[config.mk]
export PLATFORM = sky130hd
export DESIGN_NAME = pwm_prescale_reload_compare_calc_core
export DESIGN_NICKNAME = d
export VERILOG_FILES = /design/src/pprc_pkg.sv /design/src/pprc_div.sv /design/src/pwm_prescale_reload_compare_calc_core.sv
export SDC_FILE = /design/constraint.sdc
export NUM_CORES = 1
export LEC_CHECK = 0
export BUFFER_PORTS_ARGS = -buffer_cell sky130_fd_sc_hd__clkbuf_2
export CAP_MARGIN = 15
export CORE_MARGIN = 3
export CORE_UTILIZATION = 54
export CTS_CLUSTER_DIAMETER = 50
export DETAILED_ROUTE_END_ITERATION = 16
export PLACE_DENSITY = 0.78
export SYNTH_ARGS = -nofsm -noshare
export SYNTH_HDL_FRONTEND = slang
export SYNTH_SLANG_ARGS = --single-unit
[constraint.sdc]
create_clock -name clock -period 8.4 [get_ports clock]
set_input_delay 1.26 -clock clock [delete_from_list [all_inputs] [get_ports clock]]
set_output_delay 1.26 -clock clock [all_outputs]
set_load 0.01 [all_outputs]
[src/pprc_pkg.sv]
// shared types and constants for the pwm prescaler / reload / compare calculator
package pprc_pkg;

   // field widths
   localparam int ActionWidth = 2;
   localparam int FreqWidth   = 28;
   localparam int DutyWidth   = 14;
   localparam int TimerWidth  = 16;

   // divider sizing: dividend covers duty * (reload + 1) < 2^30
   localparam int DivWidth    = 30;
   localparam int DenWidth    = 28;
   localparam int CntWidth    = $clog2(DivWidth);

   localparam logic [FreqWidth-1:0]  ClockResetHz  = FreqWidth'(72000000);
   localparam logic [FreqWidth-1:0]  DefaultFreqHz = FreqWidth'(1000);
   localparam logic [DenWidth-1:0]   PeriodLimit   = DenWidth'(65535);
   localparam logic [DutyWidth-1:0]  DutyFull      = DutyWidth'(10000);
   localparam logic [TimerWidth-1:0] ReloadReset   = TimerWidth'(65535);

   localparam logic [ActionWidth-1:0] ActInit    = 2'd0;
   localparam logic [ActionWidth-1:0] ActSetFreq = 2'd1;
   localparam logic [ActionWidth-1:0] ActSetDuty = 2'd2;

   // divider launch request
   typedef struct packed {
      logic                start;
      logic [DivWidth-1:0] dividend;
      logic [DenWidth-1:0] divisor;
   } div_req_type;

   // divider status
   typedef struct packed {
      logic                done;
      logic [DivWidth-1:0] quotient;
   } div_rsp_type;

   typedef enum logic [6:0] {
      ST_IDLE   = 7'b0000001,
      ST_PERIOD = 7'b0000010,
      ST_PSC    = 7'b0000100,
      ST_RELOAD = 7'b0001000,
      ST_MUL    = 7'b0010000,
      ST_CMP    = 7'b0100000,
      ST_DONE   = 7'b1000000
   } state_type;

endpackage

[src/pprc_div.sv]
// shared restoring divider, one quotient bit per cycle
module pprc_div (
   input  logic                  clock,
   input  logic                  reset,
   input  pprc_pkg::div_req_type req,
   output pprc_pkg::div_rsp_type rsp
);
   import pprc_pkg::*;

   logic [DenWidth-1:0] rem_ff, rem_in;
   logic [DivWidth-1:0] quo_ff, quo_in;
   logic [DenWidth-1:0] den_ff, den_in;
   logic [CntWidth-1:0] cnt_ff, cnt_in;
   logic                busy_ff, busy_in;
   logic                done_ff, done_in;

   logic [DenWidth:0]   shifted;
   logic [DenWidth:0]   diff;
   logic                fits;

   assign shifted = {rem_ff, quo_ff[DivWidth-1]};
   assign diff    = shifted - {1'b0, den_ff};
   assign fits    = (shifted >= {1'b0, den_ff});

   always_comb begin
      rem_in  = rem_ff;
      quo_in  = quo_ff;
      den_in  = den_ff;
      cnt_in  = cnt_ff;
      busy_in = busy_ff;
      done_in = 1'b0;
      if (req.start) begin
         rem_in  = '0;
         quo_in  = req.dividend;
         den_in  = req.divisor;
         cnt_in  = CntWidth'(DivWidth - 1);
         busy_in = 1'b1;
      end else if (busy_ff) begin
         // remainder stays below the divisor, so it fits the divisor width
         rem_in = fits ? diff[DenWidth-1:0] : shifted[DenWidth-1:0];
         quo_in = {quo_ff[DivWidth-2:0], fits};
         cnt_in = cnt_ff - 1'b1;
         if (cnt_ff == '0) begin
            busy_in = 1'b0;
            done_in = 1'b1;
         end
      end
   end

   always_ff @(posedge clock) begin
      if (reset) begin
         busy_ff <= 1'b0;
         done_ff <= 1'b0;
         cnt_ff  <= '0;
      end else begin
         busy_ff <= busy_in;
         done_ff <= done_in;
         cnt_ff  <= cnt_in;
      end
   end

   always_ff @(posedge clock) begin
      rem_ff <= rem_in;
      quo_ff <= quo_in;
      den_ff <= den_in;
   end

   assign rsp.done     = done_ff;
   assign rsp.quotient = quo_ff;

endmodule

[src/pwm_prescale_reload_compare_calc_core.sv]
// top level: pwm prescaler, auto-reload and compare calculator for one channel
//
//  channel  | handshake                | payload
//  ---------+--------------------------+---------------------------------------------
//  req      | req_valid / req_ready    | req_action, req_freq_hz, req_duty
//  rsp      | rsp_valid / rsp_ready    | rsp_prescaler, rsp_reload, rsp_compare,
//           |                          | rsp_ignored
//  csr      | csr_write_en             | csr_write_data (timer_clock_hz)
//
// one item at a time; every division runs on the shared divider at one bit a cycle.
// init with a long period runs four divisions, one multiply state and the output state;
// short periods or single actions take fewer steps.
// a set frequency of zero, or an undefined action, goes straight to the output state.
// reset restores timer_clock_hz to 72 MHz, prescaler 0, reload 65535, compare 0.
// a finished item waits in the output register; the next item is taken meanwhile.
module pwm_prescale_reload_compare_calc_core (
   input  logic                                clock,
   input  logic                                reset,
   input  logic                                req_valid,
   output logic                                req_ready,
   input  logic [pprc_pkg::ActionWidth-1:0]    req_action,
   input  logic [pprc_pkg::FreqWidth-1:0]      req_freq_hz,
   input  logic [pprc_pkg::DutyWidth-1:0]      req_duty,
   output logic                                rsp_valid,
   input  logic                                rsp_ready,
   output logic [pprc_pkg::TimerWidth-1:0]     rsp_prescaler,
   output logic [pprc_pkg::TimerWidth-1:0]     rsp_reload,
   output logic [pprc_pkg::TimerWidth-1:0]     rsp_compare,
   output logic                                rsp_ignored,
   input  logic                                csr_write_en,
   input  logic [pprc_pkg::FreqWidth-1:0]      csr_write_data
);
   import pprc_pkg::*;

   state_type state_ff, state_in;

   // configuration and timer state
   logic [FreqWidth-1:0]  clk_hz_ff;
   logic [TimerWidth-1:0] prescaler_ff, prescaler_in;
   logic [TimerWidth-1:0] reload_ff, reload_in;
   logic [TimerWidth-1:0] compare_ff, compare_in;

   // per-item working registers
   logic                  want_cmp_ff, want_cmp_in;   // init also needs a compare
   logic                  ignored_ff, ignored_in;
   logic [DutyWidth-1:0]  duty_ff, duty_in;
   logic [FreqWidth-1:0]  period_ff, period_in;
   logic [TimerWidth-1:0] psc_ff, psc_in;

   // output register
   logic                  rsp_valid_ff, rsp_valid_in;
   logic [TimerWidth-1:0] rsp_prescaler_ff, rsp_prescaler_in;
   logic [TimerWidth-1:0] rsp_reload_ff, rsp_reload_in;
   logic [TimerWidth-1:0] rsp_compare_ff, rsp_compare_in;
   logic                  rsp_ignored_ff, rsp_ignored_in;

   div_req_type div_req;
   div_rsp_type div_rsp;

   logic                   accept;
   logic [FreqWidth-1:0]   freq_eff;
   logic [DutyWidth-1:0]   duty_clamped;
   logic [DivWidth-1:0]    product;
   logic [TimerWidth:0]    psc_plus_one;

   pprc_div u_div (
      .clock (clock),
      .reset (reset),
      .req   (div_req),
      .rsp   (div_rsp)
   );

   assign req_ready    = (state_ff == ST_IDLE);
   assign accept       = req_valid && req_ready;
   assign freq_eff     = (req_freq_hz == '0) ? DefaultFreqHz : req_freq_hz;
   assign duty_clamped = (req_duty > DutyFull) ? DutyFull : req_duty;
   // duty <= 10000 and reload + 1 <= 65536, so the product stays below 2^30
   assign product      = DivWidth'(duty_ff) *
                         DivWidth'({1'b0, reload_ff} + 17'd1);
   assign psc_plus_one = {1'b0, div_rsp.quotient[TimerWidth-1:0]} + 17'd1;

   always_comb begin
      state_in         = state_ff;
      prescaler_in     = prescaler_ff;
      reload_in        = reload_ff;
      compare_in       = compare_ff;
      want_cmp_in      = want_cmp_ff;
      ignored_in       = ignored_ff;
      duty_in          = duty_ff;
      period_in        = period_ff;
      psc_in           = psc_ff;
      rsp_valid_in     = rsp_valid_ff && !rsp_ready;
      rsp_prescaler_in = rsp_prescaler_ff;
      rsp_reload_in    = rsp_reload_ff;
      rsp_compare_in   = rsp_compare_ff;
      rsp_ignored_in   = rsp_ignored_ff;
      div_req.start    = 1'b0;
      div_req.dividend = '0;
      div_req.divisor  = '0;

      case (state_ff)
         ST_IDLE: begin
            if (accept) begin
               duty_in     = duty_clamped;
               ignored_in  = 1'b0;
               want_cmp_in = (req_action == ActInit);
               case (req_action)
                  ActInit: begin
                     // period = clock / freq
                     div_req.start    = 1'b1;
                     div_req.dividend = DivWidth'(clk_hz_ff);
                     div_req.divisor  = freq_eff;
                     state_in         = ST_PERIOD;
                  end
                  ActSetFreq: begin
                     if (req_freq_hz == '0) begin
                        ignored_in = 1'b1;
                        state_in   = ST_DONE;
                     end else begin
                        div_req.start    = 1'b1;
                        div_req.dividend = DivWidth'(clk_hz_ff);
                        div_req.divisor  = req_freq_hz;
                        state_in         = ST_PERIOD;
                     end
                  end
                  ActSetDuty: begin
                     state_in = ST_MUL;
                  end
                  default: begin
                     // undefined action: report state as it stands
                     state_in = ST_DONE;
                  end
               endcase
            end
         end
         ST_PERIOD: begin
            if (div_rsp.done) begin
               period_in = div_rsp.quotient[FreqWidth-1:0];
               if (div_rsp.quotient < DivWidth'(PeriodLimit)) begin
                  // short period: no prescaling, zero period wraps to 65535
                  prescaler_in = '0;
                  reload_in    = div_rsp.quotient[TimerWidth-1:0] - 1'b1;
                  state_in     = want_cmp_ff ? ST_MUL : ST_DONE;
               end else begin
                  div_req.start    = 1'b1;
                  div_req.dividend = div_rsp.quotient;
                  div_req.divisor  = PeriodLimit;
                  state_in         = ST_PSC;
               end
            end
         end
         ST_PSC: begin
            if (div_rsp.done) begin
               psc_in           = div_rsp.quotient[TimerWidth-1:0];
               div_req.start    = 1'b1;
               div_req.dividend = DivWidth'(period_ff);
               div_req.divisor  = DenWidth'(psc_plus_one);
               state_in         = ST_RELOAD;
            end
         end
         ST_RELOAD: begin
            if (div_rsp.done) begin
               prescaler_in = psc_ff;
               reload_in    = div_rsp.quotient[TimerWidth-1:0] - 1'b1;
               state_in     = want_cmp_ff ? ST_MUL : ST_DONE;
            end
         end
         ST_MUL: begin
            // product goes straight into the divider's registers
            div_req.start    = 1'b1;
            div_req.dividend = product;
            div_req.divisor  = DenWidth'(DutyFull);
            state_in         = ST_CMP;
         end
         ST_CMP: begin
            if (div_rsp.done) begin
               // full duty at reload 65535 gives 65536, kept to 16 bits
               compare_in = div_rsp.quotient[TimerWidth-1:0];
               state_in   = ST_DONE;
            end
         end
         ST_DONE: begin
            if (!rsp_valid_ff || rsp_ready) begin
               rsp_valid_in     = 1'b1;
               rsp_prescaler_in = prescaler_ff;
               rsp_reload_in    = reload_ff;
               rsp_compare_in   = compare_ff;
               rsp_ignored_in   = ignored_ff;
               state_in         = ST_IDLE;
            end
         end
         default: begin
            state_in = ST_IDLE;
         end
      endcase
   end

   always_ff @(posedge clock) begin
      if (reset) begin
         state_ff     <= ST_IDLE;
         clk_hz_ff    <= ClockResetHz;
         prescaler_ff <= '0;
         reload_ff    <= ReloadReset;
         compare_ff   <= '0;
         rsp_valid_ff <= 1'b0;
      end else begin
         state_ff     <= state_in;
         prescaler_ff <= prescaler_in;
         reload_ff    <= reload_in;
         compare_ff   <= compare_in;
         rsp_valid_ff <= rsp_valid_in;
         if (csr_write_en) begin
            clk_hz_ff <= csr_write_data;
         end
      end
   end

   always_ff @(posedge clock) begin
      want_cmp_ff      <= want_cmp_in;
      ignored_ff       <= ignored_in;
      duty_ff          <= duty_in;
      period_ff        <= period_in;
      psc_ff           <= psc_in;
      rsp_prescaler_ff <= rsp_prescaler_in;
      rsp_reload_ff    <= rsp_reload_in;
      rsp_compare_ff   <= rsp_compare_in;
      rsp_ignored_ff   <= rsp_ignored_in;
   end

   assign rsp_valid     = rsp_valid_ff;
   assign rsp_prescaler = rsp_prescaler_ff;
   assign rsp_reload    = rsp_reload_ff;
   assign rsp_compare   = rsp_compare_ff;
   assign rsp_ignored   = rsp_ignored_ff;

endmodule

== Yosys cells after proc, flatten, opt, wreduce, memory -nomap -nowiden ==
Cells that the tools add are included.

* Register bits after elaboration: 286
* Bits of input ports: 77
* Output and inout bits: 51
* Word-level logic and storage cells: 108

* Add/subtract/negate cells: 5
* Multiply operators: 1
* Magnitude comparators: 3
* Equal/unequal tests: 17
* Multiplexer cells: 39
* Bitwise logic cells: 1
* Reductions and logical operators: 20

{| class="wikitable"
|+ Operators with widths
! kind !! count
|-
| 59-bit two-way mux || 5
|-
| 59-bit one-hot mux with 4 select lines || 1
|-
| 59-bit one-hot mux with 2 select lines || 1
|-
| 16-bit two-way mux || 6
|-
| 16-bit one-hot mux with 2 select lines || 2
|-
| 7-bit two-way mux || 9
|-
| 30-bit two-way mux || 2
|-
| 28-bit two-way mux || 2
|-
| 7-bit one-hot mux with 7 select lines || 1
|-
| 16-bit by 1-bit adder with 17-bit output (second input constant) || 2
|-
| 30-bit by 16-bit less-than comparator with 1-bit output (second input constant) || 1
|-
| 14-bit by 17-bit multiplier with 30-bit output || 1
|-
| 29-bit by 28-bit greater-or-equal comparator with 1-bit output || 1
|-
| 28-bit logical NOT || 1
|-
| 28-bit subtractor || 1
|-
| 7-bit one-hot mux with 3 select lines || 1
|-
| 16-bit by 1-bit subtractor with 16-bit output (second input constant) || 1
|-
| 14-bit greater-than comparator (second input constant) || 1
|-
| 2-bit AND reduction || 6
|-
| 5-bit two-way mux || 2
|-
| 2-bit by 1-bit != test with 1-bit output (second input constant) || 5
|-
| 7-bit by 1-bit equality test with 1-bit output (second input constant) || 1
|-
| 7-bit by 2-bit equality test with 1-bit output (second input constant) || 1
|-
| 7-bit by 3-bit equality test with 1-bit output (second input constant) || 1
|-
| other kinds (21) || 31
|}

== Logic depth before layout (Yosys ltp) ==
* Depth after elaboration: 7
* Depth in mapped cells: 27
* Depth with buffers taken out: 27

== Cells and area by module ==
A second synthesis with hierarchy kept.

* Cell total of the unflattened synthesis: 2176
* Area, all modules: 21576.9 um^2

{| class="wikitable"
|+ By module, submodules not included
! module !! instances !! cells each !! area an instance (um^2) !! sequential area each (um^2)
|-
| pwm_prescale_reload_compare_calc_core || 1 || 1656 || 16198.0 || 4954.8
|-
| pprc_div || 1 || 520 || 5378.9 || 2442.3
|}

== Worst setup path after synthesis ==
OpenSTA, ideal clock, no wires.

* Kind: reg-to-reg
* From: register reload_ff[0]
* To: register u_div.quo_ff[29], data pin
* Setup time: 264 ps
* Arrival: 6662 ps
* Data required time: 8136 ps
* Path slack: 1474 ps
* Stages on the path, launching flop included: 27
* Path buffers: 1
* Period minus slack after synthesis: 6926 ps
* Path through: dfxtp_1 ha_1 and3_1 and2_1 nand2_1 xnor2_1 clkbuf_1 nand2_1 fa_1 fa_1 inv_1 fa_1 fa_1 fa_1 inv_1 fa_1 inv_1 ha_1 a21oi_1 o21ai_0 a21o_1 a41o_1 a31o_2 a21o_1 a31oi_1 mux2i_1 o21ai_1

* Word-level cells in the longest chain between the ends: 4

{| class="wikitable"
|+ RTL lines
! item !! line !! source
|-
| start: declaration || pwm_prescale_reload_compare_calc_core.sv:40 || <nowiki>logic [TimerWidth-1:0] reload_ff, reload_in;</nowiki>
|-
| start signal: assignment || pwm_prescale_reload_compare_calc_core.sv:203 || <nowiki>reload_ff <= ReloadReset;</nowiki>
|-
| start signal: assignment || pwm_prescale_reload_compare_calc_core.sv:209 || <nowiki>reload_ff <= reload_in;</nowiki>
|-
| 16-bit by 1-bit adder with 17-bit output || pwm_prescale_reload_compare_calc_core.sv:79 || <nowiki>DivWidth'({1'b0, reload_ff} + 17'd1);</nowiki>
|-
| 14-bit by 17-bit multiplier with 30-bit output || pwm_prescale_reload_compare_calc_core.sv:78 || <nowiki>assign product = DivWidth'(duty_ff) *</nowiki>
|-
| 59-bit one-hot mux with 4 select lines || pwm_prescale_reload_compare_calc_core.sv:101 || <nowiki>case (state_ff)</nowiki>
|-
| 30-bit two-way mux || pprc_div.sv:32 || <nowiki>if (req.start) begin</nowiki>
|-
| named net u_div.quo_in[29] || pprc_div.sv:11 || <nowiki>logic [DivWidth-1:0] quo_ff, quo_in;</nowiki>
|-
| end signal: assignment || pprc_div.sv:64 || <nowiki>quo_ff <= quo_in;</nowiki>
|-
| end: declaration || pprc_div.sv:11 ||
|}

The timed path passes the listed nets, and every way through them passes these cells.
A chain may end at the register's enable or synchronous reset.

== Worst setup path in the final report ==
* From: register reload_ff[0]
* To: register u_div.quo_ff[28], data pin

The elaborated chain is that of the path after synthesis.

==> results.txt <==
- Synth area leaders: sky130_fd_sc_hd__edfxtp_1 (24%), sky130_fd_sc_hd__fa_1 (17%), sky130_fd_sc_hd__dfxtp_1 (11%), sky130_fd_sc_hd__ha_1 (7.4%), sky130_fd_sc_hd__inv_1 (4.4%)
- The detail route stage leaves a number of antenna-violating nets equal to 0.
* CP Data Arrival Time: ~7.7 ns
- The core region is 38,000 um^2.
- The synthesized design contains 167 enable-type register cells.
- Cell Pwr Density: 211 nW/um^2
* Seq cells post-synth: between 200 and 300
- Register-to-Register Setup Slack: between 0.9 and 1 ns
* Worst r2r src: reload_ff[0]$_SDFFE_PP1P_
- Maximum number of pins on one net before global-route repair: 92
* Cell area after synthesis: approximately 21,000 um^2
- The max-slew violation total from the final report is 0.
- Timing would allow up to 134 MHz.
- Number of distinct standard cells referenced by the synthesized netlist: a little under 80
- Worst R2R Path Depth: 27
- Counting both buffers and inverters, the worst setup path holds a total of 8.
- During synthesis, Yosys emitted a total of 0 warnings.
- Die Footprint: just over 40,000 um^2
- The number of hold-slack violations in the final timing report came to 0.
- ANT cells: 0
* Slowest cell on the critical path: sky130_fd_sc_hd__fa_1
- Postcts setup bufs: 0
- Wires add up to 52,400 um.
- At the pin with the least slew margin, the transition time is 1.10 ns.
- Global-route wire length before repair: 85,000 um
* Crit. End Element: flop
- Setup repair after global routing missed its margin: no
- H-Tree Depth: 2
- Synthesis produced a netlist whose cell count is ~2,100.
- The startpoint identified for the worst hold timing path is prescaler_ff[15]$_SDFFE_PP0P_.
- After layout, the worst path uses 88.8% of the clock period.
- Path type of the worst setup path: flop to flop
- The worst hold path belongs to the class flop to flop.
- For this run, the leading register cell type out of synthesis is sky130_fd_sc_hd__edfxtp_1.
- Minimum clock period after layout: 7.46 ns
- Number of setup violations in the final report: 0
- Worst Hold Depth: 0
- The share of synthesized area in the top cell type comes to 23.9%.
* DP Wirelength: just under 40,000 um
* Count of hold buffers inserted by post-cts repair: 0
* Startpoint type of the worst setup path: flop
* Maximum clock insertion buffer count: 3
* Adder-cell share of the synthesized area: 24.3%
* Die extent in x: 203 um
* Register area share after synthesis: a little over a third
- Counting every net in the synthesized netlist gives 2,512.
* Clock slew at reported path FFs: 0.06 ns
* Most frequent cells in the layout: sky130_fd_sc_hd__inv_1 (245), sky130_fd_sc_hd__nand2_1 (237), sky130_fd_sc_hd__fa_1 (177), sky130_fd_sc_hd__edfxtp_1 (167), sky130_fd_sc_hd__a21oi_1 (129)
- Summing the areas of all compound-gate instances in the mapped netlist gives between 10% and 20% of the synthesized area.
* Cell taking the most area after synthesis: sky130_fd_sc_hd__edfxtp_1
- Of all nets on the critical path, the largest fanout is 18.
* Area overhead of the layout relative to synthesis: 10.9%
- The count of buffers added on input and output ports is 127.
- Maximum vdd ir drop: 0.225 mV
- Post-CTS Resized: 0
- For this run, the total global-route usage over all layers was measured as 25.7%.
* Sink Count: 286
- Std cell rows: 71
* Final estimated routing congestion in global placement: 0.894
* Fraction of final layout cells with drive strength greater than 1: approximately 11%
* Largest incremental delay on the critical path: around 0.54 ns
- The number of antenna violations at the first check in global routing was 0.
- Clock Skews: 0.0315 ns
- The synthesized netlist devotes 16.1% of its cell area to simple gates.
* Routed length per placed instance: 19.0 um
* Post-Route Setup TNS: 0 ns
- Kind of cell adding the most delay to the critical path: adder cells
- By area, the combinational part of the netlist is dominated by adder cells.
* Number of remaining DRC errors: 0
- A synthesized cell averages 9.84 um^2.
- Most frequent standard cell in the layout excluding fill and tap cells: sky130_fd_sc_hd__inv_1
- After the last flow step, the layout net total stands at 2,595.
* DR pass1 iterations: 5
* Drt first-iter violations: around 1,200
- The worst pin sits at a relative slew slack of between 20% and 30%.
- 128 I/O pins were placed.
- Asr flop ratio synth: 0%
- Max-Cap Viols: 0
- Die outline height: approximately 200 um
* Static leakage power: 0.0103 uW
* Ratio of routed vias to standard cells: about 5.8
* Effective utilization at floorplan: between 50 and 60%
- The clock reaches the later pin of the worst-skew pair after 0.56 ns.
- The worst register-to-register path ends at u_div.quo_ff[28]$_DFFE_PP_.
* Count of vias placed by the detailed router: 16,000
- Multiplexer cells account for 1.73% of the synthesized area.
- Residual overflow from global routing: 0
* Number of global-route vias before repair: 16,300
* Synthesized-area fraction occupied by xor and xnor cells: 3.84%
- The cell sitting at the root of the clock tree is a sky130_fd_sc_hd__clkbuf_16.
- Fill cell instance count of the final layout: 3,152
* Outcome: finished, final reports clean
- Cells fill 61.2% of the core in the end.
- Hold worst-path end: rsp_prescaler[15]$_DFFE_PP_
- The number of clock buffers added by TritonCTS is 36.
* Worst Path Required: 8.67 ns
- TritonCTS clock tree: done
-- where the power goes --
part           leakage, uW  internal [uW]  switching [uW]  total (uW)
clock network     0.000604            931             644        1570
logic              0.00714            596             838        1430
registers          0.00251           1680             220        1900
-- worst max path at each step --
stage | end | slack, ns | start | depth (start not counted)
3_3_place_gp | u_div.quo_ff[26]$_DFFE_PP_ | 1.19 | reload_ff[1]$_SDFFE_PP1P_ | 27
4_1_cts | u_div.quo_ff[26]$_DFFE_PP_ | 0.98 | reload_ff[0]$_SDFFE_PP1P_ | 27
3_5_place_dp | u_div.quo_ff[26]$_DFFE_PP_ | 1.03 | reload_ff[0]$_SDFFE_PP1P_ | 27
2_1_floorplan | u_div.quo_ff[29]$_DFFE_PP_ | 1.47 | reload_ff[0]$_SDFFE_PP1P_ | 26
6_report | u_div.quo_ff[28]$_DFFE_PP_ | 0.94 | reload_ff[0]$_SDFFE_PP1P_ | 27
5_1_grt | u_div.quo_ff[28]$_DFFE_PP_ | 0.43 | reload_ff[2]$_SDFFE_PP1P_ | 27
-- per-stage QoR --
stage | std cells | setup WS (ns) | hold WS [ns] | cell area (um^2) | power (uW)
floorplan | 2134 | 1.47 | 0.400 | 21000 | 3000
global placement | 2689 | 1.19 | 0.406 | 22000 | 3290
detailed placement | 2689 | 1.03 | 0.419 | 22000 | 3330
CTS | 2755 | 0.985 | 0.435 | 23200 | 4910
global route | 2756 | 0.426 | 0.441 | 23300 | 5170
finish | 2756 | 0.944 | 0.433 | 23300 | 4910
-- synthesized netlist by cell type (11+ instances only) --
master / n
sky130_fd_sc_hd__a211o_1: 27
sky130_fd_sc_hd__a211oi_1: 17
sky130_fd_sc_hd__a21o_1: 24
sky130_fd_sc_hd__a21oi_1: 129
sky130_fd_sc_hd__a22o_1: 17
sky130_fd_sc_hd__a22oi_1: 11
sky130_fd_sc_hd__a31oi_1: 16
sky130_fd_sc_hd__and2_1: 126
sky130_fd_sc_hd__and3_1: 17
sky130_fd_sc_hd__buf_2: 22
sky130_fd_sc_hd__clkbuf_1: 84
sky130_fd_sc_hd__dfxtp_1: 119
sky130_fd_sc_hd__edfxtp_1: 167
sky130_fd_sc_hd__fa_1: 177
sky130_fd_sc_hd__ha_1: 124
sky130_fd_sc_hd__inv_1: 246
sky130_fd_sc_hd__mux2i_1: 34
sky130_fd_sc_hd__nand2_1: 237
sky130_fd_sc_hd__nand2b_1: 21
sky130_fd_sc_hd__nand3_1: 48
sky130_fd_sc_hd__nand4_1: 14
sky130_fd_sc_hd__nor2_1: 100
sky130_fd_sc_hd__nor2b_1: 32
sky130_fd_sc_hd__nor3_1: 23
sky130_fd_sc_hd__nor4_1: 12
sky130_fd_sc_hd__o211ai_1: 15
sky130_fd_sc_hd__o21ai_0: 59
sky130_fd_sc_hd__xnor2_1: 56
sky130_fd_sc_hd__xor2_1: 36
-- per-layer routing --
layer | track usage [%] | share of wire, %
met1 | 33.3 | 40
met2 | 41.9 | 48
met3 | 5.27 | 7.7
met4 | 11.7 | 4.6
met5 | 0 | 0
-- registers in the layout, summed over array words and instances, names as in the netlist, 5 cells and up --
| register | count |
|---|---|
| clk_hz_ff | 28 |
| compare_ff | 16 |
| duty_ff | 14 |
| period_ff | 28 |
| prescaler_ff | 16 |
| psc_ff | 16 |
| reload_ff | 16 |
| rsp_compare | 16 |
| rsp_prescaler | 16 |
| rsp_reload | 16 |
| state_ff | 7 |
| u_div.cnt_ff | 5 |
| u_div.den_ff | 28 |
| u_div.quo_ff | 30 |
| u_div.rem_ff | 28 |
-- kinds of logic after synthesis --
kind of cell / count (synthesis)
fa+ha+maj: 301
compound gates: 384
mux: 36
flops: 286
buf+inv: 361
simple gates: 674
xor+xnor: 92
-- area by class of cell --
cell class	count	area [um^2]	share of cell area, %
multi-input cells	1487	12200	52.3
flip-flops and latches	286	7400	31.8
clock buffers	42	953	4.10
inverters	247	927	3.98
repair buffers	159	896	3.85
well taps	511	639	2.75
clock inverters	24	280	1.20
Note: power is estimated with default switching activity, not from simulation.
